$ cat src/rtl/vpet_pkg.sv
// ----------------------------------------------------------------------------
// Vehicle pass event tracker package
// Shared codes, widths and status types for the tracker and its submodules.
// ----------------------------------------------------------------------------
package vpet_pkg;

  localparam int DIST_W  = 16;
  localparam int SPEED_W = 16;
  localparam int TIME_W  = 32;
  localparam int ID_W    = 32;
  localparam int CNT_W   = 16;
  localparam int SUM_W   = 32;
  localparam int SCORE_W = 16;
  localparam int SDB_W   = 15;
  localparam int DDB_W   = 16;
  localparam int CFG_W   = 16;

  localparam int DIV_STEPS = SUM_W;
  localparam int DIV_CNT_W = $clog2(DIV_STEPS);

  localparam logic [SPEED_W-1:0] MEAN_SAT  = 16'h8000;
  localparam logic [SDB_W-1:0]   SDB_RESET = 15'd50;
  localparam logic [DDB_W-1:0]   DDB_RESET = 16'd15;

  typedef enum logic [1:0] {
    REQ_MEASURE = 2'd0,
    REQ_FINISH  = 2'd1,
    REQ_CLEAR   = 2'd2
  } req_code_t;

  typedef enum logic [1:0] {
    DIR_UNKNOWN     = 2'd0,
    DIR_APPROACHING = 2'd1,
    DIR_RECEDING    = 2'd2
  } dir_code_t;

  typedef enum logic {
    CFG_SPEED_DB = 1'b0,
    CFG_DIST_DB  = 1'b1
  } cfg_idx_t;

  typedef enum logic [1:0] {
    ST_IDLE,
    ST_DIV,
    ST_RESULT
  } vpet_state_t;

  typedef struct packed {
    logic             open;
    logic [ID_W-1:0]  cur_id;
    logic [TIME_W-1:0] start_time;
    logic [1:0]       direction;
    logic [CNT_W-1:0] count;
    logic [DIST_W-1:0] first_dist;
    logic [DIST_W-1:0] last_dist;
    logic [DIST_W-1:0] min_dist;
    logic [SPEED_W-1:0] max_speed;
    logic [SUM_W-1:0] speed_sum;
  } trk_view_t;

  typedef struct packed {
    logic busy;
    logic done;
  } div_stat_t;

endpackage

$ cat src/rtl/vpet_req_if.sv
// ----------------------------------------------------------------------------
// Request channel interface
// Valid/ready channel that carries one radar request item.
// ----------------------------------------------------------------------------
interface vpet_req_if;
  logic                                valid;
  logic                                ready;
  logic [1:0]                          req_type;
  logic [vpet_pkg::DIST_W-1:0]         distance_cm;
  logic signed [vpet_pkg::SPEED_W-1:0] speed_signed;
  logic [vpet_pkg::TIME_W-1:0]         time_ms;

  modport source (output valid, req_type, distance_cm, speed_signed, time_ms, input ready);
  modport sink (input valid, req_type, distance_cm, speed_signed, time_ms, output ready);
endinterface

$ cat src/rtl/vpet_evt_if.sv
// ----------------------------------------------------------------------------
// Event channel interface
// Valid/ready channel that carries one tracker result item.
// ----------------------------------------------------------------------------
interface vpet_evt_if;
  logic                          valid;
  logic                          ready;
  logic                          event_valid;
  logic [vpet_pkg::ID_W-1:0]     vehicle_id;
  logic [1:0]                    direction;
  logic [vpet_pkg::CNT_W-1:0]    sample_total;
  logic [vpet_pkg::DIST_W-1:0]   first_distance;
  logic [vpet_pkg::DIST_W-1:0]   last_distance;
  logic [vpet_pkg::DIST_W-1:0]   min_distance;
  logic [vpet_pkg::SPEED_W-1:0]  peak_speed;
  logic [vpet_pkg::SPEED_W-1:0]  mean_speed;
  logic [vpet_pkg::TIME_W-1:0]   pass_time_ms;

  modport source (output valid, event_valid, vehicle_id, direction, sample_total,
                  first_distance, last_distance, min_distance, peak_speed,
                  mean_speed, pass_time_ms, input ready);
  modport sink (input valid, event_valid, vehicle_id, direction, sample_total,
                first_distance, last_distance, min_distance, peak_speed,
                mean_speed, pass_time_ms, output ready);
endinterface

$ cat src/rtl/vpet_track.sv
// ----------------------------------------------------------------------------
// Track state
// Holds the open track and applies one request per update strobe.
// ----------------------------------------------------------------------------
module vpet_track (
  input  logic                                clk,
  input  logic                                rst_n,
  input  logic                                upd,
  input  logic [1:0]                          req_type,
  input  logic [vpet_pkg::DIST_W-1:0]         dist_cm,
  input  logic signed [vpet_pkg::SPEED_W-1:0] speed,
  input  logic [vpet_pkg::TIME_W-1:0]         time_ms,
  input  logic [vpet_pkg::SDB_W-1:0]          spd_db,
  input  logic [vpet_pkg::DDB_W-1:0]          dst_db,
  output vpet_pkg::trk_view_t                 view
);

  localparam int SW = vpet_pkg::SCORE_W;

  logic                          open_r, open_nxt;
  logic [vpet_pkg::ID_W-1:0]     idc_r, idc_nxt;
  logic [vpet_pkg::ID_W-1:0]     cur_id_r, cur_id_nxt;
  logic [vpet_pkg::TIME_W-1:0]   start_r, start_nxt;
  logic [vpet_pkg::DIST_W-1:0]   first_r, first_nxt;
  logic [vpet_pkg::DIST_W-1:0]   last_r, last_nxt;
  logic [vpet_pkg::DIST_W-1:0]   min_r, min_nxt;
  logic [vpet_pkg::DIST_W-1:0]   prev_r, prev_nxt;
  logic [vpet_pkg::SPEED_W-1:0]  maxs_r, maxs_nxt;
  logic [vpet_pkg::SUM_W-1:0]    sum_r, sum_nxt;
  logic [vpet_pkg::CNT_W-1:0]    cnt_r, cnt_nxt;
  logic signed [SW-1:0]          score_r, score_nxt;

  logic [vpet_pkg::SPEED_W-1:0]  aspd;
  logic [vpet_pkg::DIST_W-1:0]   min_b, prev_b;
  logic [vpet_pkg::SPEED_W-1:0]  max_b;
  logic [vpet_pkg::SUM_W-1:0]    sum_b;
  logic [vpet_pkg::CNT_W-1:0]    cnt_b, cnt_m;
  logic signed [SW-1:0]          score_b, score_1;
  logic [vpet_pkg::SUM_W:0]      sum_wide;
  logic signed [vpet_pkg::SPEED_W:0] sp_x, sdb_x;
  logic signed [vpet_pkg::DIST_W:0]  delta, ddb_x;
  logic signed [2:0]             vote_s, vote_d;

  function automatic logic signed [SW-1:0] sat_add(input logic signed [SW-1:0] a,
                                                   input logic signed [2:0] b);
    logic signed [SW+1:0] s;
    s = {{2{a[SW-1]}}, a} + {{(SW-1){b[2]}}, b};
    if (s > $signed({3'b000, {(SW-1){1'b1}}})) begin
      sat_add = {1'b0, {(SW-1){1'b1}}};
    end else if (s < $signed({3'b111, {(SW-1){1'b0}}})) begin
      sat_add = {1'b1, {(SW-1){1'b0}}};
    end else begin
      sat_add = s[SW-1:0];
    end
  endfunction

  always_comb begin
    aspd  = speed[vpet_pkg::SPEED_W-1] ? (~speed + 1'b1) : speed;
    sp_x  = {speed[vpet_pkg::SPEED_W-1], speed};
    sdb_x = $signed({2'b00, spd_db});
    ddb_x = $signed({1'b0, dst_db});

    open_nxt   = open_r;
    idc_nxt    = idc_r;
    cur_id_nxt = cur_id_r;
    start_nxt  = start_r;
    first_nxt  = first_r;
    last_nxt   = last_r;
    min_nxt    = min_r;
    prev_nxt   = prev_r;
    maxs_nxt   = maxs_r;
    sum_nxt    = sum_r;
    cnt_nxt    = cnt_r;
    score_nxt  = score_r;

    min_b   = open_r ? min_r : dist_cm;
    prev_b  = open_r ? prev_r : dist_cm;
    max_b   = open_r ? maxs_r : aspd;
    sum_b   = open_r ? sum_r : '0;
    cnt_b   = open_r ? cnt_r : '0;
    score_b = open_r ? score_r : '0;

    cnt_m    = (cnt_b == {vpet_pkg::CNT_W{1'b1}}) ? cnt_b : cnt_b + 1'b1;
    sum_wide = {1'b0, sum_b} + {{(vpet_pkg::SUM_W-vpet_pkg::SPEED_W+1){1'b0}}, aspd};
    delta    = $signed({1'b0, dist_cm}) - $signed({1'b0, prev_b});

    if (sp_x < -sdb_x) begin
      vote_s = 3'sd2;
    end else if (sp_x > sdb_x) begin
      vote_s = -3'sd2;
    end else begin
      vote_s = 3'sd0;
    end

    if (cnt_m > {{(vpet_pkg::CNT_W-1){1'b0}}, 1'b1} && delta < -ddb_x) begin
      vote_d = 3'sd1;
    end else if (cnt_m > {{(vpet_pkg::CNT_W-1){1'b0}}, 1'b1} && delta > ddb_x) begin
      vote_d = -3'sd1;
    end else begin
      vote_d = 3'sd0;
    end

    score_1 = sat_add(score_b, vote_s);

    if (upd) begin
      case (req_type)
        vpet_pkg::REQ_MEASURE: begin
          if (!open_r) begin
            open_nxt   = 1'b1;
            cur_id_nxt = idc_r;
            idc_nxt    = idc_r + 1'b1;
            start_nxt  = time_ms;
            first_nxt  = dist_cm;
          end
          cnt_nxt   = cnt_m;
          last_nxt  = dist_cm;
          min_nxt   = (dist_cm < min_b) ? dist_cm : min_b;
          maxs_nxt  = (aspd > max_b) ? aspd : max_b;
          sum_nxt   = sum_wide[vpet_pkg::SUM_W] ? {vpet_pkg::SUM_W{1'b1}}
                                                : sum_wide[vpet_pkg::SUM_W-1:0];
          score_nxt = sat_add(score_1, vote_d);
          prev_nxt  = dist_cm;
        end
        vpet_pkg::REQ_FINISH: begin
          if (open_r && cnt_r != '0) begin
            open_nxt = 1'b0;
          end
        end
        vpet_pkg::REQ_CLEAR: begin
          open_nxt   = 1'b0;
          cur_id_nxt = '0;
          start_nxt  = '0;
          first_nxt  = '0;
          last_nxt   = '0;
          min_nxt    = '0;
          prev_nxt   = '0;
          maxs_nxt   = '0;
          sum_nxt    = '0;
          cnt_nxt    = '0;
          score_nxt  = '0;
        end
        default: begin
        end
      endcase
    end
  end

  always_ff @(posedge clk) begin
    if (!rst_n) begin
      open_r   <= 1'b0;
      idc_r    <= '0;
      cur_id_r <= '0;
      start_r  <= '0;
      first_r  <= '0;
      last_r   <= '0;
      min_r    <= '0;
      prev_r   <= '0;
      maxs_r   <= '0;
      sum_r    <= '0;
      cnt_r    <= '0;
      score_r  <= '0;
    end else begin
      open_r   <= open_nxt;
      idc_r    <= idc_nxt;
      cur_id_r <= cur_id_nxt;
      start_r  <= start_nxt;
      first_r  <= first_nxt;
      last_r   <= last_nxt;
      min_r    <= min_nxt;
      prev_r   <= prev_nxt;
      maxs_r   <= maxs_nxt;
      sum_r    <= sum_nxt;
      cnt_r    <= cnt_nxt;
      score_r  <= score_nxt;
    end
  end

  always_comb begin
    view.open       = open_r;
    view.cur_id     = cur_id_r;
    view.start_time = start_r;
    view.count      = cnt_r;
    view.first_dist = first_r;
    view.last_dist  = last_r;
    view.min_dist   = min_r;
    view.max_speed  = maxs_r;
    view.speed_sum  = sum_r;
    if (score_r > 0) begin
      view.direction = vpet_pkg::DIR_APPROACHING;
    end else if (score_r < 0) begin
      view.direction = vpet_pkg::DIR_RECEDING;
    end else begin
      view.direction = vpet_pkg::DIR_UNKNOWN;
    end
  end

endmodule

$ cat src/rtl/vpet_div.sv
// ----------------------------------------------------------------------------
// Serial mean speed divider
// Restoring division of the speed sum by the sample count, one quotient bit
// per cycle, with the quotient saturated to the mean speed range.
// ----------------------------------------------------------------------------
module vpet_div (
  input  logic                          clk,
  input  logic                          rst_n,
  input  logic                          start,
  input  logic [vpet_pkg::SUM_W-1:0]    dividend,
  input  logic [vpet_pkg::CNT_W-1:0]    divisor,
  output vpet_pkg::div_stat_t           stat,
  output logic [vpet_pkg::SPEED_W-1:0]  quotient
);

  localparam int DW = vpet_pkg::CNT_W;
  localparam int QW = vpet_pkg::SUM_W;

  logic                           busy_r, busy_nxt;
  logic                           done_r, done_nxt;
  logic [vpet_pkg::DIV_CNT_W-1:0] cnt_r, cnt_nxt;
  logic [DW-1:0]                  rem_r, rem_nxt;
  logic [QW-1:0]                  quo_r, quo_nxt;
  logic [DW-1:0]                  dvs_r, dvs_nxt;
  logic [DW:0]                    shf;
  logic [DW+1:0]                  diff;
  logic                           ge;

  always_comb begin
    shf  = {rem_r, quo_r[QW-1]};
    diff = {1'b0, shf} - {2'b00, dvs_r};
    ge   = ~diff[DW+1];

    busy_nxt = busy_r;
    done_nxt = 1'b0;
    cnt_nxt  = cnt_r;
    rem_nxt  = rem_r;
    quo_nxt  = quo_r;
    dvs_nxt  = dvs_r;

    if (start) begin
      busy_nxt = 1'b1;
      cnt_nxt  = '0;
      rem_nxt  = '0;
      quo_nxt  = dividend;
      dvs_nxt  = divisor;
    end else if (busy_r) begin
      rem_nxt = ge ? diff[DW-1:0] : shf[DW-1:0];
      quo_nxt = {quo_r[QW-2:0], ge};
      cnt_nxt = cnt_r + 1'b1;
      if (cnt_r == vpet_pkg::DIV_CNT_W'(vpet_pkg::DIV_STEPS - 1)) begin
        busy_nxt = 1'b0;
        done_nxt = 1'b1;
      end
    end
  end

  always_ff @(posedge clk) begin
    if (!rst_n) begin
      busy_r <= 1'b0;
      done_r <= 1'b0;
      cnt_r  <= '0;
    end else begin
      busy_r <= busy_nxt;
      done_r <= done_nxt;
      cnt_r  <= cnt_nxt;
    end
  end

  always_ff @(posedge clk) begin
    rem_r <= rem_nxt;
    quo_r <= quo_nxt;
    dvs_r <= dvs_nxt;
  end

  assign stat.busy = busy_r;
  assign stat.done = done_r;
  assign quotient  = (quo_r > QW'(vpet_pkg::MEAN_SAT)) ? vpet_pkg::MEAN_SAT
                                                        : quo_r[vpet_pkg::SPEED_W-1:0];

endmodule

$ cat src/rtl/vehicle_pass_event_tracker.sv
// ----------------------------------------------------------------------------
// Vehicle pass event tracker
// Collects radar speed and distance samples into vehicle pass events.
// ----------------------------------------------------------------------------
// Requests arrive on in_ch and each one produces exactly one result on out_ch;
// both channels transfer when valid and ready are high at a rising clock edge.
// The result of a measurement, a clear or an unused request code passes from
// the RESULT state into the output register, and the next request can transfer
// once the block is back in IDLE. A finish that closes a track first runs the
// serial divider for the mean speed in the DIV state, one quotient bit per cycle
// over the 32 bits of the speed sum, and then takes the same path to its result.
// One request is processed at a time; in_ch.ready is high only while idle.
// The result sits in an output register, so a new request can be taken while
// the previous result still waits; when out_ch.ready stays low the block
// holds its next result and stops taking requests.
// The dead band registers are written on cfg_we with cfg_idx selecting the
// register; write them only while the block is idle.
// Synchronous reset clears the open track, the id counter and the output
// valid, and restores the dead bands to 50 and 15.
// ----------------------------------------------------------------------------
module vehicle_pass_event_tracker (
  input  logic                          clk,
  input  logic                          rst_n,
  vpet_req_if.sink                      in_ch,
  vpet_evt_if.source                    out_ch,
  input  logic                          cfg_we,
  input  logic                          cfg_idx,
  input  logic [vpet_pkg::CFG_W-1:0]    cfg_wdata
);

  vpet_pkg::vpet_state_t        state_r, state_nxt;
  vpet_pkg::trk_view_t          view;
  vpet_pkg::div_stat_t          dstat;
  logic [vpet_pkg::SPEED_W-1:0] div_q;
  logic [vpet_pkg::SDB_W-1:0]   sdb_r;
  logic [vpet_pkg::DDB_W-1:0]   ddb_r;
  logic                         acc, fin_ev, div_start, res_ld, in_ready;
  logic                         evt_r;
  logic [vpet_pkg::TIME_W-1:0]  dur_r;
  logic                         out_valid_r;

  assign acc    = in_ch.valid && in_ready;
  assign fin_ev = (in_ch.req_type == vpet_pkg::REQ_FINISH) && view.open &&
                  (view.count != '0);
  assign in_ch.ready = in_ready;

  always_ff @(posedge clk) begin
    if (!rst_n) begin
      sdb_r <= vpet_pkg::SDB_RESET;
      ddb_r <= vpet_pkg::DDB_RESET;
    end else if (cfg_we) begin
      case (cfg_idx)
        vpet_pkg::CFG_SPEED_DB: sdb_r <= cfg_wdata[vpet_pkg::SDB_W-1:0];
        vpet_pkg::CFG_DIST_DB:  ddb_r <= cfg_wdata[vpet_pkg::DDB_W-1:0];
        default: begin
        end
      endcase
    end
  end

  vpet_track u_track (
    .clk      (clk),
    .rst_n    (rst_n),
    .upd      (acc),
    .req_type (in_ch.req_type),
    .dist_cm  (in_ch.distance_cm),
    .speed    (in_ch.speed_signed),
    .time_ms  (in_ch.time_ms),
    .spd_db   (sdb_r),
    .dst_db   (ddb_r),
    .view     (view)
  );

  vpet_div u_div (
    .clk      (clk),
    .rst_n    (rst_n),
    .start    (div_start),
    .dividend (view.speed_sum),
    .divisor  (view.count),
    .stat     (dstat),
    .quotient (div_q)
  );

  always_comb begin
    state_nxt = state_r;
    in_ready  = 1'b0;
    div_start = 1'b0;
    res_ld    = 1'b0;
    case (state_r)
      vpet_pkg::ST_IDLE: begin
        in_ready = 1'b1;
        if (in_ch.valid) begin
          if (fin_ev) begin
            div_start = 1'b1;
            state_nxt = vpet_pkg::ST_DIV;
          end else begin
            state_nxt = vpet_pkg::ST_RESULT;
          end
        end
      end
      vpet_pkg::ST_DIV: begin
        if (dstat.done) begin
          state_nxt = vpet_pkg::ST_RESULT;
        end
      end
      vpet_pkg::ST_RESULT: begin
        if (!out_valid_r || out_ch.ready) begin
          res_ld    = 1'b1;
          state_nxt = vpet_pkg::ST_IDLE;
        end
      end
      default: begin
        state_nxt = vpet_pkg::ST_IDLE;
      end
    endcase
  end

  always_ff @(posedge clk) begin
    if (!rst_n) begin
      state_r     <= vpet_pkg::ST_IDLE;
      out_valid_r <= 1'b0;
    end else begin
      state_r <= state_nxt;
      if (res_ld) begin
        out_valid_r <= 1'b1;
      end else if (out_ch.ready) begin
        out_valid_r <= 1'b0;
      end
    end
  end

  always_ff @(posedge clk) begin
    if (acc) begin
      evt_r <= fin_ev;
      dur_r <= in_ch.time_ms - view.start_time;
    end
    if (res_ld) begin
      out_ch.event_valid    <= evt_r;
      out_ch.vehicle_id     <= view.cur_id;
      out_ch.direction      <= view.direction;
      out_ch.sample_total   <= view.count;
      out_ch.first_distance <= view.first_dist;
      out_ch.last_distance  <= view.last_dist;
      out_ch.min_distance   <= view.min_dist;
      out_ch.peak_speed     <= view.max_speed;
      out_ch.mean_speed     <= evt_r ? div_q : '0;
      out_ch.pass_time_ms   <= evt_r ? dur_r : '0;
    end
  end

  assign out_ch.valid = out_valid_r;

endmodule

$ cat src/flat_wrapper.sv
// flat-port wrapper written by rule: the top's interface ports become plain ports
module vehicle_pass_event_tracker_flat 
  (clk, rst_n, cfg_we, cfg_idx, cfg_wdata, in_ch_valid, in_ch_req_type, in_ch_distance_cm, in_ch_speed_signed, in_ch_time_ms, in_ch_ready, out_ch_valid, out_ch_event_valid, out_ch_vehicle_id, out_ch_direction, out_ch_sample_total, out_ch_first_distance, out_ch_last_distance, out_ch_min_distance, out_ch_peak_speed, out_ch_mean_speed, out_ch_pass_time_ms, out_ch_ready);
  vpet_req_if in_ch_i ();
  vpet_evt_if out_ch_i ();
  input  logic clk;
  input  logic rst_n;
  input  logic cfg_we;
  input  logic cfg_idx;
  input  logic [vpet_pkg::CFG_W-1:0] cfg_wdata;
  input wire logic [$bits(in_ch_i.valid)-1:0] in_ch_valid;
  input wire logic [$bits(in_ch_i.req_type)-1:0] in_ch_req_type;
  input wire logic [$bits(in_ch_i.distance_cm)-1:0] in_ch_distance_cm;
  input wire logic [$bits(in_ch_i.speed_signed)-1:0] in_ch_speed_signed;
  input wire logic [$bits(in_ch_i.time_ms)-1:0] in_ch_time_ms;
  output wire logic [$bits(in_ch_i.ready)-1:0] in_ch_ready;
  output wire logic [$bits(out_ch_i.valid)-1:0] out_ch_valid;
  output wire logic [$bits(out_ch_i.event_valid)-1:0] out_ch_event_valid;
  output wire logic [$bits(out_ch_i.vehicle_id)-1:0] out_ch_vehicle_id;
  output wire logic [$bits(out_ch_i.direction)-1:0] out_ch_direction;
  output wire logic [$bits(out_ch_i.sample_total)-1:0] out_ch_sample_total;
  output wire logic [$bits(out_ch_i.first_distance)-1:0] out_ch_first_distance;
  output wire logic [$bits(out_ch_i.last_distance)-1:0] out_ch_last_distance;
  output wire logic [$bits(out_ch_i.min_distance)-1:0] out_ch_min_distance;
  output wire logic [$bits(out_ch_i.peak_speed)-1:0] out_ch_peak_speed;
  output wire logic [$bits(out_ch_i.mean_speed)-1:0] out_ch_mean_speed;
  output wire logic [$bits(out_ch_i.pass_time_ms)-1:0] out_ch_pass_time_ms;
  input wire logic [$bits(out_ch_i.ready)-1:0] out_ch_ready;
  assign in_ch_i.valid = in_ch_valid;
  assign in_ch_i.req_type = in_ch_req_type;
  assign in_ch_i.distance_cm = in_ch_distance_cm;
  assign in_ch_i.speed_signed = in_ch_speed_signed;
  assign in_ch_i.time_ms = in_ch_time_ms;
  assign in_ch_ready = in_ch_i.ready;
  assign out_ch_valid = out_ch_i.valid;
  assign out_ch_event_valid = out_ch_i.event_valid;
  assign out_ch_vehicle_id = out_ch_i.vehicle_id;
  assign out_ch_direction = out_ch_i.direction;
  assign out_ch_sample_total = out_ch_i.sample_total;
  assign out_ch_first_distance = out_ch_i.first_distance;
  assign out_ch_last_distance = out_ch_i.last_distance;
  assign out_ch_min_distance = out_ch_i.min_distance;
  assign out_ch_peak_speed = out_ch_i.peak_speed;
  assign out_ch_mean_speed = out_ch_i.mean_speed;
  assign out_ch_pass_time_ms = out_ch_i.pass_time_ms;
  assign out_ch_i.ready = out_ch_ready;
  vehicle_pass_event_tracker u_core (.clk(clk), .rst_n(rst_n), .in_ch(in_ch_i), .out_ch(out_ch_i), .cfg_we(cfg_we), .cfg_idx(cfg_idx), .cfg_wdata(cfg_wdata));
endmodule
$ cat config.mk
export PLATFORM = sky130hd
export DESIGN_NAME = vehicle_pass_event_tracker_flat
export DESIGN_NICKNAME = d
export VERILOG_FILES = /design/src/rtl/vpet_pkg.sv /design/src/rtl/vpet_req_if.sv /design/src/rtl/vpet_evt_if.sv /design/src/rtl/vpet_track.sv /design/src/rtl/vpet_div.sv /design/src/rtl/vehicle_pass_event_tracker.sv /design/src/flat_wrapper.sv
export SDC_FILE = /design/constraint.sdc
export NUM_CORES = 1
export LEC_CHECK = 0
export BUFFER_PORTS_ARGS = -buffer_cell sky130_fd_sc_hd__buf_2
export CAP_MARGIN = 20
export CORE_MARGIN = 10
export CORE_UTILIZATION = 55
export CTS_CLUSTER_DIAMETER = 100
export DETAILED_ROUTE_END_ITERATION = 8
export PLACE_DENSITY = 0.75
export SYNTH_ARGS = -nofsm -noshare
export SYNTH_HDL_FRONTEND = slang
export SYNTH_SLANG_ARGS = --single-unit
$ cat constraint.sdc
create_clock -name clk -period 11.9 [get_ports clk]
set_input_delay 1.19 -clock clk [delete_from_list [all_inputs] [get_ports clk]]
set_output_delay 1.19 -clock clk [all_outputs]
set_load 0.005 [all_outputs]
### After elaboration in Yosys (flattened, before gate mapping)

Index checks and enable logic that the tools add are counted.
Widths: inputs -> output; s select.

* register bits: 526
* input port bits: 88
* output and inout port bits: 165
* word-level logic and storage cells: 158

* add/sub/neg operators: 12
* order comparisons: 14
* equal/unequal tests: 11
* mux-type cells: 55
* bitwise gates (word level): 7
* reduce and logical (&&, ||, !) cells: 25

Operators by type and width (count)
* $mux 16: 16
* $mux 32: 6
* $pmux 16 s2: 6
* $pmux 32 s2: 3
* $add 16x3->17: 2
* $gt 17x16->1 const B: 2
* $lt 17x16->1 const B: 2
* $add 32x16->33: 1
* $add 16x1->16 const B: 2
* $add 32x1->32 const B: 1
* $gt 16x1->1 const B: 2
* $gt 16x16->1: 2
* $gt 32x16->1 const B: 1
* $sub 32x32->32: 1
* $sub 17x16->18: 1
* $gt 17x17->1: 1
* $lt 16x17->1: 1
* $lt 17x17->1: 1
* $neg 15->17: 1
* $neg 16->17: 1
* $sub 16x16->17: 1
* $eq 16x16->1 const B: 1
* $lt 16x1->1 const B: 1
* $lt 16x16->1: 1
* other kinds (24): 67

### Depth between registers and ports, before layout

Gate-level depths: netlist of the first run.

* depth in word-level cells: 12
* gate-level depth with buffers: 36
* gate-level depth less buffers: 34

### Hierarchy

A second synthesis of the first run with hierarchy kept.

* cells, all modules: 2951
* area, all modules: 28800.1 µm²

Modules (own cells, without submodules)
* vpet_track: times used 1, cells each 1941, area an instance 15648.8 µm², seq. area each 4504.3 µm²
* vehicle_pass_event_tracker: times used 1, cells each 662, area an instance 9272.6 µm², seq. area each 6566.3 µm²
* vpet_div: times used 1, cells each 348, area an instance 3878.7 µm², seq. area each 1901.8 µm²

### Worst setup path after synthesis of the first run

No wires, ideal clock.

* path kind: input port to flip-flop
* start: in out_ch_ready
* end: reg u_core.out_ch.direction[0] (enable)
* setup time: 707 ps
* arrival time: 8491 ps
* required time: 11193 ps
* slack: 2702 ps
* stages on the path: 2
* buffers on the path: 0
* cells stage by stage: nand2b_1 nor2b_1

* word-level cells in the longest chain between the ends: 3

RTL lines
* from (decl): RTL line flat_wrapper.sv:28 `input wire logic [$bits(out_ch_i.ready)-1:0] out_ch_ready;`
* $logic_or 1x1->1: RTL line vehicle_pass_event_tracker.sv:107 `if (!out_valid_r || out_ch.ready) begin`
* $mux 1: RTL line vehicle_pass_event_tracker.sv:107
* $mux 1: RTL line vehicle_pass_event_tracker.sv:89 `case (state_r)`
* via u_core.res_ld: RTL line vehicle_pass_event_tracker.sv:37 `logic acc, fin_ev, div_start, res_ld, in_ready;`
* to (decl): RTL line vpet_evt_if.sv:19 `modport source (output valid, event_valid, vehicle_id, direction, sample_total,`

The timed path passes the listed nets, and every way through them passes these cells.
A chain may end at the register's enable or synchronous reset.

### Final worst setup path of the first run

* start: reg u_core.sdb_r[3] (netlist bit)
* end: reg u_core.u_track.score_r[1]

* word-level cells in the longest chain between the ends: 12
* elaborated cells between the ends (all ways): 16
* classes of those cells: 3 x add/sub; 6 x order compare; 7 x mux

RTL lines
* from (decl): RTL line vehicle_pass_event_tracker.sv:35 `logic [vpet_pkg::SDB_W-1:0] sdb_r;`
* from (signal assigned): RTL line vehicle_pass_event_tracker.sv:49 `sdb_r <= vpet_pkg::SDB_RESET;`
* from (signal assigned): RTL line vehicle_pass_event_tracker.sv:53 `vpet_pkg::CFG_SPEED_DB: sdb_r <= cfg_wdata[vpet_pkg::SDB_W-1:0];`
* $neg 15->17 / $gt 16x16->1 (equally long branches): RTL line vpet_track.sv:87, vpet_track.sv:89
* $lt 16x17->1 / $mux 3 (equally long branches): RTL line vpet_track.sv:87, vpet_track.sv:89
* $mux 3 *: RTL line vpet_track.sv:87 `if (sp_x < -sdb_x) begin`
* $add 16x3->17 *: RTL line vpet_track.sv:47 `s = {{2{a[SW-1]}}, a} + {{(SW-1){b[2]}}, b};`
* $lt 17x16->1: RTL line vpet_track.sv:50 `end else if (s < $signed({3'b111, {(SW-1){1'b0}}})) begin`
* $mux 16: RTL line vpet_track.sv:50
* $mux 16 *: RTL line vpet_track.sv:48 `if (s > $signed({3'b000, {(SW-1){1'b1}}})) begin`
* $add 16x3->17 *: RTL line vpet_track.sv:47
* $lt 17x16->1: RTL line vpet_track.sv:50
* $mux 16: RTL line vpet_track.sv:50
* $mux 16 *: RTL line vpet_track.sv:48
* $pmux 16 s2 *: RTL line vpet_track.sv:106 `case (req_type)`
* to (signal assigned): RTL line vpet_track.sv:174 `score_r <= score_nxt;`
* to (decl): RTL line vpet_track.sv:31 `logic signed [SW-1:0] score_r, score_nxt;`

Every way passes the cells marked *; elsewhere a longest branch is shown, timed or not.

==> reports/results.tsv, run 1 <==
stage	metric	value	unit
run_status	status	finished, final reports clean	
critical_path	most frequent CP cell	a21o_1	
power	internal power	0.003211	W
cts	cts repair resizes	0	
global_routing	Tot GR Track Use	24.48	%
timing	RSZ-0062 raised after global routing	no	
detailed_routing	Final ANT Viol Nets	0	
floorplan	Placeable Area	0.05120	mm2
yosys	Post-synth EDFFs	244	
yosys	cell count after synthesis	2948	
timing	Setup Skew	0.03788	ns
run	max-cap violation count	0	
yosys	Primary FF master, synth	dfxtp_1	
critical_path	startpoint types	flip-flop	
critical_path	slowest stage cell, crit path	nor2_1	
detailed_routing	WL per Instance	19.83	um
timing	final worst path period need	8.593	ns
detailed_routing	via count	23170	
placement	placed cell count	3777	
yosys	post-synthesis async set-or-reset flop share	0	%
timing	Hold Violations, Final	0	
layout	share of cells above drive strength 1	12.86	%
power	Logic pwr share	14.4	%
detailed_routing	WL final	77110	um
global_routing	first-pass GRT wire length	121200	um
critical_path	CP max FO	14	
power	P_sw	0.001168	W
yosys	Post-Synthesis Cell Area	0.02835	mm2
layout	Synth-to-Final Area Change	13.36	%
power	Pwr Density	136.2	mW/mm2
timing	final cycle utilization of the critical path	72.21	%
power	leakage	13.10	nW
yosys	Cell variety after synth	91	
cts	Clk Latency, worst-skew pair	0.63	ns
global_routing	largest net degree at the start of global routing	112	
floorplan	Initial Util	55.38	%
cts	hold_buf cts	0	
timing	FMAX	116.4	MHz
layout	Finished Layout Cells	3889	
placement	detailed placement HPWL	55300	um
yosys	Post-Syn Nets	3256	
power	Sw Share	26.67	%
critical_path	CP arrival	9.08	ns
timing	Slew HR	31.99	%
layout	Final #Nets	3465	
placement	Placed Area	0.03021	mm2
floorplan	Ports	253	
cts	CTS tree	yes	
global_routing	antenna violations before repair	9	
timing	actual slew at the worst max-slew pin	1.012	ns
cts	Clock Tree Root	clkbuf_16	
layout	Design Area, Final	0.03214	mm2
cts	post-CTS setup buffers	0	
global_routing	vias in the first global route	22570	
critical_path	Crit Path Category	reg -> reg	
detailed_routing	via-per-instance ratio	5.957	
critical_path	critical path data required time	12.38	ns
power	Clk pwr share	39.9	%
timing	setup TNS	0	ns
power	worst vdd ir	0.1418	mV
timing	Slew Viols, Final	0	
critical_path	CP max stage delay	0.50	ns
placement	global placer's final weighted congestion	0.9527	
placement	number of buffers added on ports	252	
yosys	Yosys reg bits	526	
critical_path	CP endpoint kind	flip-flop	
yosys	sequential element share of the synthesized area	45.75	%
timing	Final setup violation count	0	
layout	most frequent cells in the layout	296 x nand2_1, 281 x dfxtp_1, 255 x a21oi_1	
cts	cts bufs inserted	55	
global_routing	grt ovf	0	
detailed_routing	Initial DRC Count	1779	
cts	deepest clock path buffer count	3	
hold_path	worst hold path class	reg -> reg	
detailed_routing	DRT Pass-1 Iters	5	
yosys	Syn Area/Cell	9.617	um2
detailed_routing	drc violations	0	
layout	most common cell after layout, fill and taps aside	nand2_1	
floorplan	die width	247.0	um
cts	clock net sink count	526	
yosys	Synthesis Warnings	0	
cts	H-tree Lvls	2	
power	Sequential Power Share	45.7	%
cts	Clock Pin Slew Worst Setup and Hold Paths	0.06	ns
floorplan	Die ar.	0.06103	mm2
floorplan	Die Ht	247.0	um
floorplan	Std-Cell Rows	83	
==> cells in the mapped netlist, types with 35 or more instances <==
library cell / number / area, um2
nand2_1: 297 / 1115
dfxtp_1: 282 / 5645
a21oi_1: 256 / 1281
edfxtp_1: 244 / 7327
nor2_1: 244 / 915.9
ha_1: 214 / 2678
inv_1: 143 / 536.8
o21ai_0: 142 / 710.7
xnor2_1: 108 / 945.9
clkbuf_1: 97 / 364.1
and2_1: 92 / 575.6
a22oi_1: 84 / 630.6
nand3_1: 56 / 280.3
xor2_1: 51 / 446.7
a21o_1: 48 / 360.4
nor2b_1: 42 / 262.8
nor3_1: 40 / 200.2
nand4_1: 35 / 219.0
==> per-layer routing <==
metal	track usage (%)	vias to the layer above	routed length [um]
li1	-	11130	-
met1	31.55	11140	32700
met2	40.74	762	36670
met3	5.179	127	5797
met4	7.108	10	1883
met5	0	-	56
==> kinds of logic (layout without fill, tap and decap cells) <==
| logic type | Yosys count | count (layout) | share of synthesized area [%] |
|---|---|---|---|
| flops | 526 | 526 | 45.75 |
| buf+inv | 270 | 526 | 3.751 |
| other cells | 0 | 5 | 0 |
| fa+ha+maj | 220 | 220 | 9.868 |
| compound gates | 776 | 776 | 18.03 |
| simple gates | 963 | 963 | 16.46 |
| xor+xnor | 159 | 159 | 4.912 |
| mux | 34 | 34 | 1.231 |
==> cell type report <==
class	count	area, um2
sequential	526	12980
clock buffer	74	1538
inverter	145	549.3
antenna	5	12.51
tap	680	850.8
clock inverter	30	317.8
fill	4143	19060
multi-input combinational	2152	14380
timing repair buffer	277	1516
==> final timing paths <==
path	cells after the start	endpoint	slack, ns	startpoint
max reg2reg	32	u_core.u_track.score_r[1]	3.31	u_core.sdb_r[3]
max	32	u_core.u_track.score_r[1]	3.31	u_core.sdb_r[3]
min reg2reg	0	u_core.out_ch.vehicle_id[0]	0.43	u_core.u_track.cur_id_r[0]
min	0	u_core.out_ch.vehicle_id[0]	0.43	u_core.u_track.cur_id_r[0]
==> power by group through the flow <==
stage	Combinational [W]	Sequential [W]	Clock [W]
after global placement	0.000597	0.00204	0
after detailed placement	0.000619	0.00204	0
after CTS	0.000625	0.00200	0.00178
final	0.000631	0.00200	0.00175
after floorplan	0.000432	0.00203	0
after global routing	0.000706	0.00201	0.00185
==> sequential cells by signal (all words and copies together), names as in the netlist, 32 cells and up <==
signal                      cells
u_core.dur_r                   32
u_core.out_ch.pass_time_ms     32
u_core.out_ch.vehicle_id       32
u_core.u_div.quo_r             32
u_core.u_track.cur_id_r        32
u_core.u_track.idc_r           32
u_core.u_track.start_r         32
u_core.u_track.sum_r           32
==> metrics by stage <==
| step | hold slack [ns] | power (W) | utilization [%] | setup WS [ns] |
|---|---|---|---|---|
| finish | 0.4267 | 0.004379 | 62.78 | 3.307 |
| global route | 0.4426 | 0.004563 | 62.76 | 2.509 |
| CTS | 0.4295 | 0.004403 | 62.63 | 3.482 |
| detailed placement | 0.4167 | 0.002656 | 59.00 | 3.509 |
| global placement | 0.4131 | 0.002632 | 58.91 | 3.696 |
| floorplan | 0.4086 | 0.002464 | - | 2.702 |
==> worst max-delay path, delay by kind of cell, from the launching register on <==
family	cells	cell delay, ns
adders and majority gates	4	1.39
xor gates and xnor gates	2	0.27
muxes	1	0.23
AOI/OAI and AO/OA	18	4.44
and+or+nand+nor	6	1.70
buffers and inverters	1	0.15
DFF	1	0.31
(Power assumes the default switching activity.)
==> inputs of run 2 (changes only) <==
- clock period: 11.9 -> 8.1 ns (I/O delays scaled with it)
==> run 2 against run 1 <==
Die area unchanged. Utilization increased by 0.28 points. Sequential share of layout area decreased by 0.18 points. Routed wire length decreased by 0.19%. Clock skew decreased by 0.022 ns. Largest cell class unchanged. Largest power group unchanged.
==> reports/results.tsv, run 2 (synthesis results as in run 1) <==
stage	metric	value	unit	change
critical_path	critical path data required time	8.60	ns	was 12.38 ns
timing	final worst path period need	7.672	ns	was 8.593 ns
power	P_sw	0.001717	W	was 0.001168 W
hold_path	worst hold path class	reg -> reg		unchanged
floorplan	Ports	253		unchanged
placement	number of buffers added on ports	252		unchanged
power	internal power	0.004724	W	was 0.003211 W
cts	clock net sink count	526		unchanged
power	Sw Share	26.66	%	was 26.67%
cts	deepest clock path buffer count	3		unchanged
global_routing	vias in the first global route	22660		was 22.57k
cts	Clock Tree Root	clkbuf_16		unchanged
layout	share of cells above drive strength 1	13.56	%	was 12.86%
cts	CTS tree	yes		unchanged
timing	actual slew at the worst max-slew pin	1.043	ns	was 1.012 ns
detailed_routing	WL per Instance	19.75	um	was 19.83 um
floorplan	Die Ht	247.0	um	unchanged
detailed_routing	DRT Pass-1 Iters	6		was 5
timing	Final setup violation count	0		unchanged
layout	Final #Nets	3470		was 3,465
critical_path	CP max stage delay	0.38	ns	was 0.50 ns
power	Pwr Density	199.6	mW/mm2	was 136.2 mW/mm2
cts	cts bufs inserted	55		unchanged
cts	Clk Latency, worst-skew pair	0.62	ns	was 0.63 ns
layout	Fillers	4173		was 4,143
detailed_routing	drc violations	0		unchanged
cts	Clock Pin Slew Worst Setup and Hold Paths	0.06	ns	about the same
detailed_routing	WL final	76960	um	was 77,110 um
layout	Reg area	0.01298	mm2	unchanged
detailed_routing	Final ANT Viol Nets	0		unchanged
placement	global placer's final weighted congestion	0.9300		was 0.9527
global_routing	grt ovf	0		unchanged
critical_path	CP arrival	8.18	ns	was 9.08 ns
global_routing	first-pass GRT wire length	120900	um	was 121,200 um
floorplan	Placeable Area	0.05120	mm2	unchanged
floorplan	Std-Cell Rows	83		unchanged
timing	Slew HR	30.31	%	was 31.99%
timing	Hold Violations, Final	0		unchanged
power	leakage	13.12	nW	was 13.10 nW
run_status	status	finished, final reports clean		unchanged
timing	Setup Skew	0.01546	ns	was 0.03788 ns
critical_path	slowest stage cell, crit path	a2111oi_2		was nor2_1
global_routing	Tot GR Track Use	24.36	%	was 24.48%
layout	Synth-to-Final Area Change	13.86	%	was 13.36%
layout	most frequent cells in the layout	296 x nand2_1, 281 x dfxtp_1, 255 x a21oi_1		unchanged
floorplan	Initial Util	55.38	%	unchanged
power	worst vdd ir	0.2512	mV	was 0.1418 mV
floorplan	Die ar.	0.06103	mm2	unchanged
cts	H-tree Lvls	2		unchanged
power	Sequential Power Share	45.6	%	was 45.7%
detailed_routing	via count	23210		was 23.17k
timing	hold_ws	0.4312	ns	was 0.4267 ns
critical_path	startpoint types	flip-flop		unchanged
power	Final Total Pwr	0.006442	W	was 0.004379 W
critical_path	Crit Path Category	reg -> reg		unchanged
timing	final cycle utilization of the critical path	94.72	%	was 72.21%
placement	detailed placement HPWL	55180	um	was 55,300 um
timing	Slew Viols, Final	0		unchanged
power	Logic pwr share	14.5	%	was 14.4%
critical_path	CP max FO	14		unchanged
run	max-cap violation count	0		unchanged
detailed_routing	via-per-instance ratio	5.957		about the same
layout	area occupied by multi-input gates	0.01445	mm2	was 0.01438 mm2
layout	Final Util	63.05	%	was 62.78%
detailed_routing	Initial DRC Count	1794		was 1,779
critical_path	most frequent CP cell	a21o_1		unchanged
critical_path	CP endpoint kind	flip-flop		unchanged
timing	FMAX	130.3	MHz	was 116.4 MHz
power	Clk pwr share	39.9	%	about the same
placement	Placed Area	0.03025	mm2	was 0.03021 mm2
layout	Design Area, Final	0.03228	mm2	was 0.03214 mm2
global_routing	antenna violations before repair	11		was 9
layout	most common cell after layout, fill and taps aside	nand2_1		unchanged
floorplan	die width	247.0	um	unchanged
global_routing	largest net degree at the start of global routing	113		was 112
## run 2: changes by cell type in the layout (fill, tap and decap cells not counted), moves of 3 or more
cell / previous run / this run
o21ai_1: 3 / 7
o21ai_0: 141 / 137
clkbuf_1: 10 / 7
nor4_1: 33 / 30
nor4_2: 0 / 3
clkinv_1: 8 / 5
clkinvlp_4: 3 / 6
buf_4: 21 / 25
clkbuf_8: 9 / 5
## run 2: layout make-up
type | instances | area share (%)
tap | 680 | 2.636
timing repair buffer | 282 | 4.853
clock inverter | 35 | 1.089
inverter | 145 | 1.702
sequential | 526 | 40.20
antenna | 7 | 0.05426
clock buffer | 69 | 4.713
multi-input combinational | 2152 | 44.76
## run 2: stage by stage
stage	instances	TNS (ns)	setup WS (ns)
2_1_floorplan	2948	0	0.04141
3_3_place_gp	3779	0	0.4300
3_5_place_dp	3782	0	0.3052
4_1_cts	3886	0	0.2579
5_1_grt	3893	-1.263	-0.1066
6_report	3896	0	0.4278
## run 2: critical path: cells and delay by family (launching register included)
kind,cells,cell delay (ns)
and+or+nand+nor,7,1.31
AOI/OAI and AO/OA,17,4.30
muxes,1,0.19
buffers and inverters,2,0.32
xor gates and xnor gates,1,0.18
adders and majority gates,3,0.91
DFF,1,0.35
## run 2: worst paths after layout
kind                                   start                          endpoint  slack, ns  cells past startpoint
hold / removal    u_core.u_track.first_r[13]  u_core.out_ch.first_distance[13]       0.43                      0
setup / recovery             u_core.sdb_r[2]         u_core.u_track.score_r[3]       0.43                     31
hold reg to reg   u_core.u_track.first_r[13]  u_core.out_ch.first_distance[13]       0.43                      0
setup reg to reg             u_core.sdb_r[2]         u_core.u_track.score_r[3]       0.43                     31
## run 2: repair_timing
item,in CTS,in global routing
hold buffers,0,0
gates resized for setup,0,19
setup endpoints to repair,0,16
buffers inserted,0,1
## run 2: power by group through the flow
stage / combinational (W) / clock [W] / sequential, W
after floorplan: 0.000634 / 0 / 0.00298
after global placement: 0.000877 / 0 / 0.00299
after detailed placement: 0.000911 / 0 / 0.00299
after CTS: 0.000919 / 0.00261 / 0.00294
after global routing: 0.00104 / 0.00272 / 0.00295
final: 0.000931 / 0.00257 / 0.00294
## run 2: routing by layer
metal	vias to the layer above	global-route usage (%)	wire, um
met5	-	0	65
met4	10	7.992	2233
met3	152	4.866	5554
met2	751	40.61	36770
met1	11160	31.19	32340
li1	11130	-	-
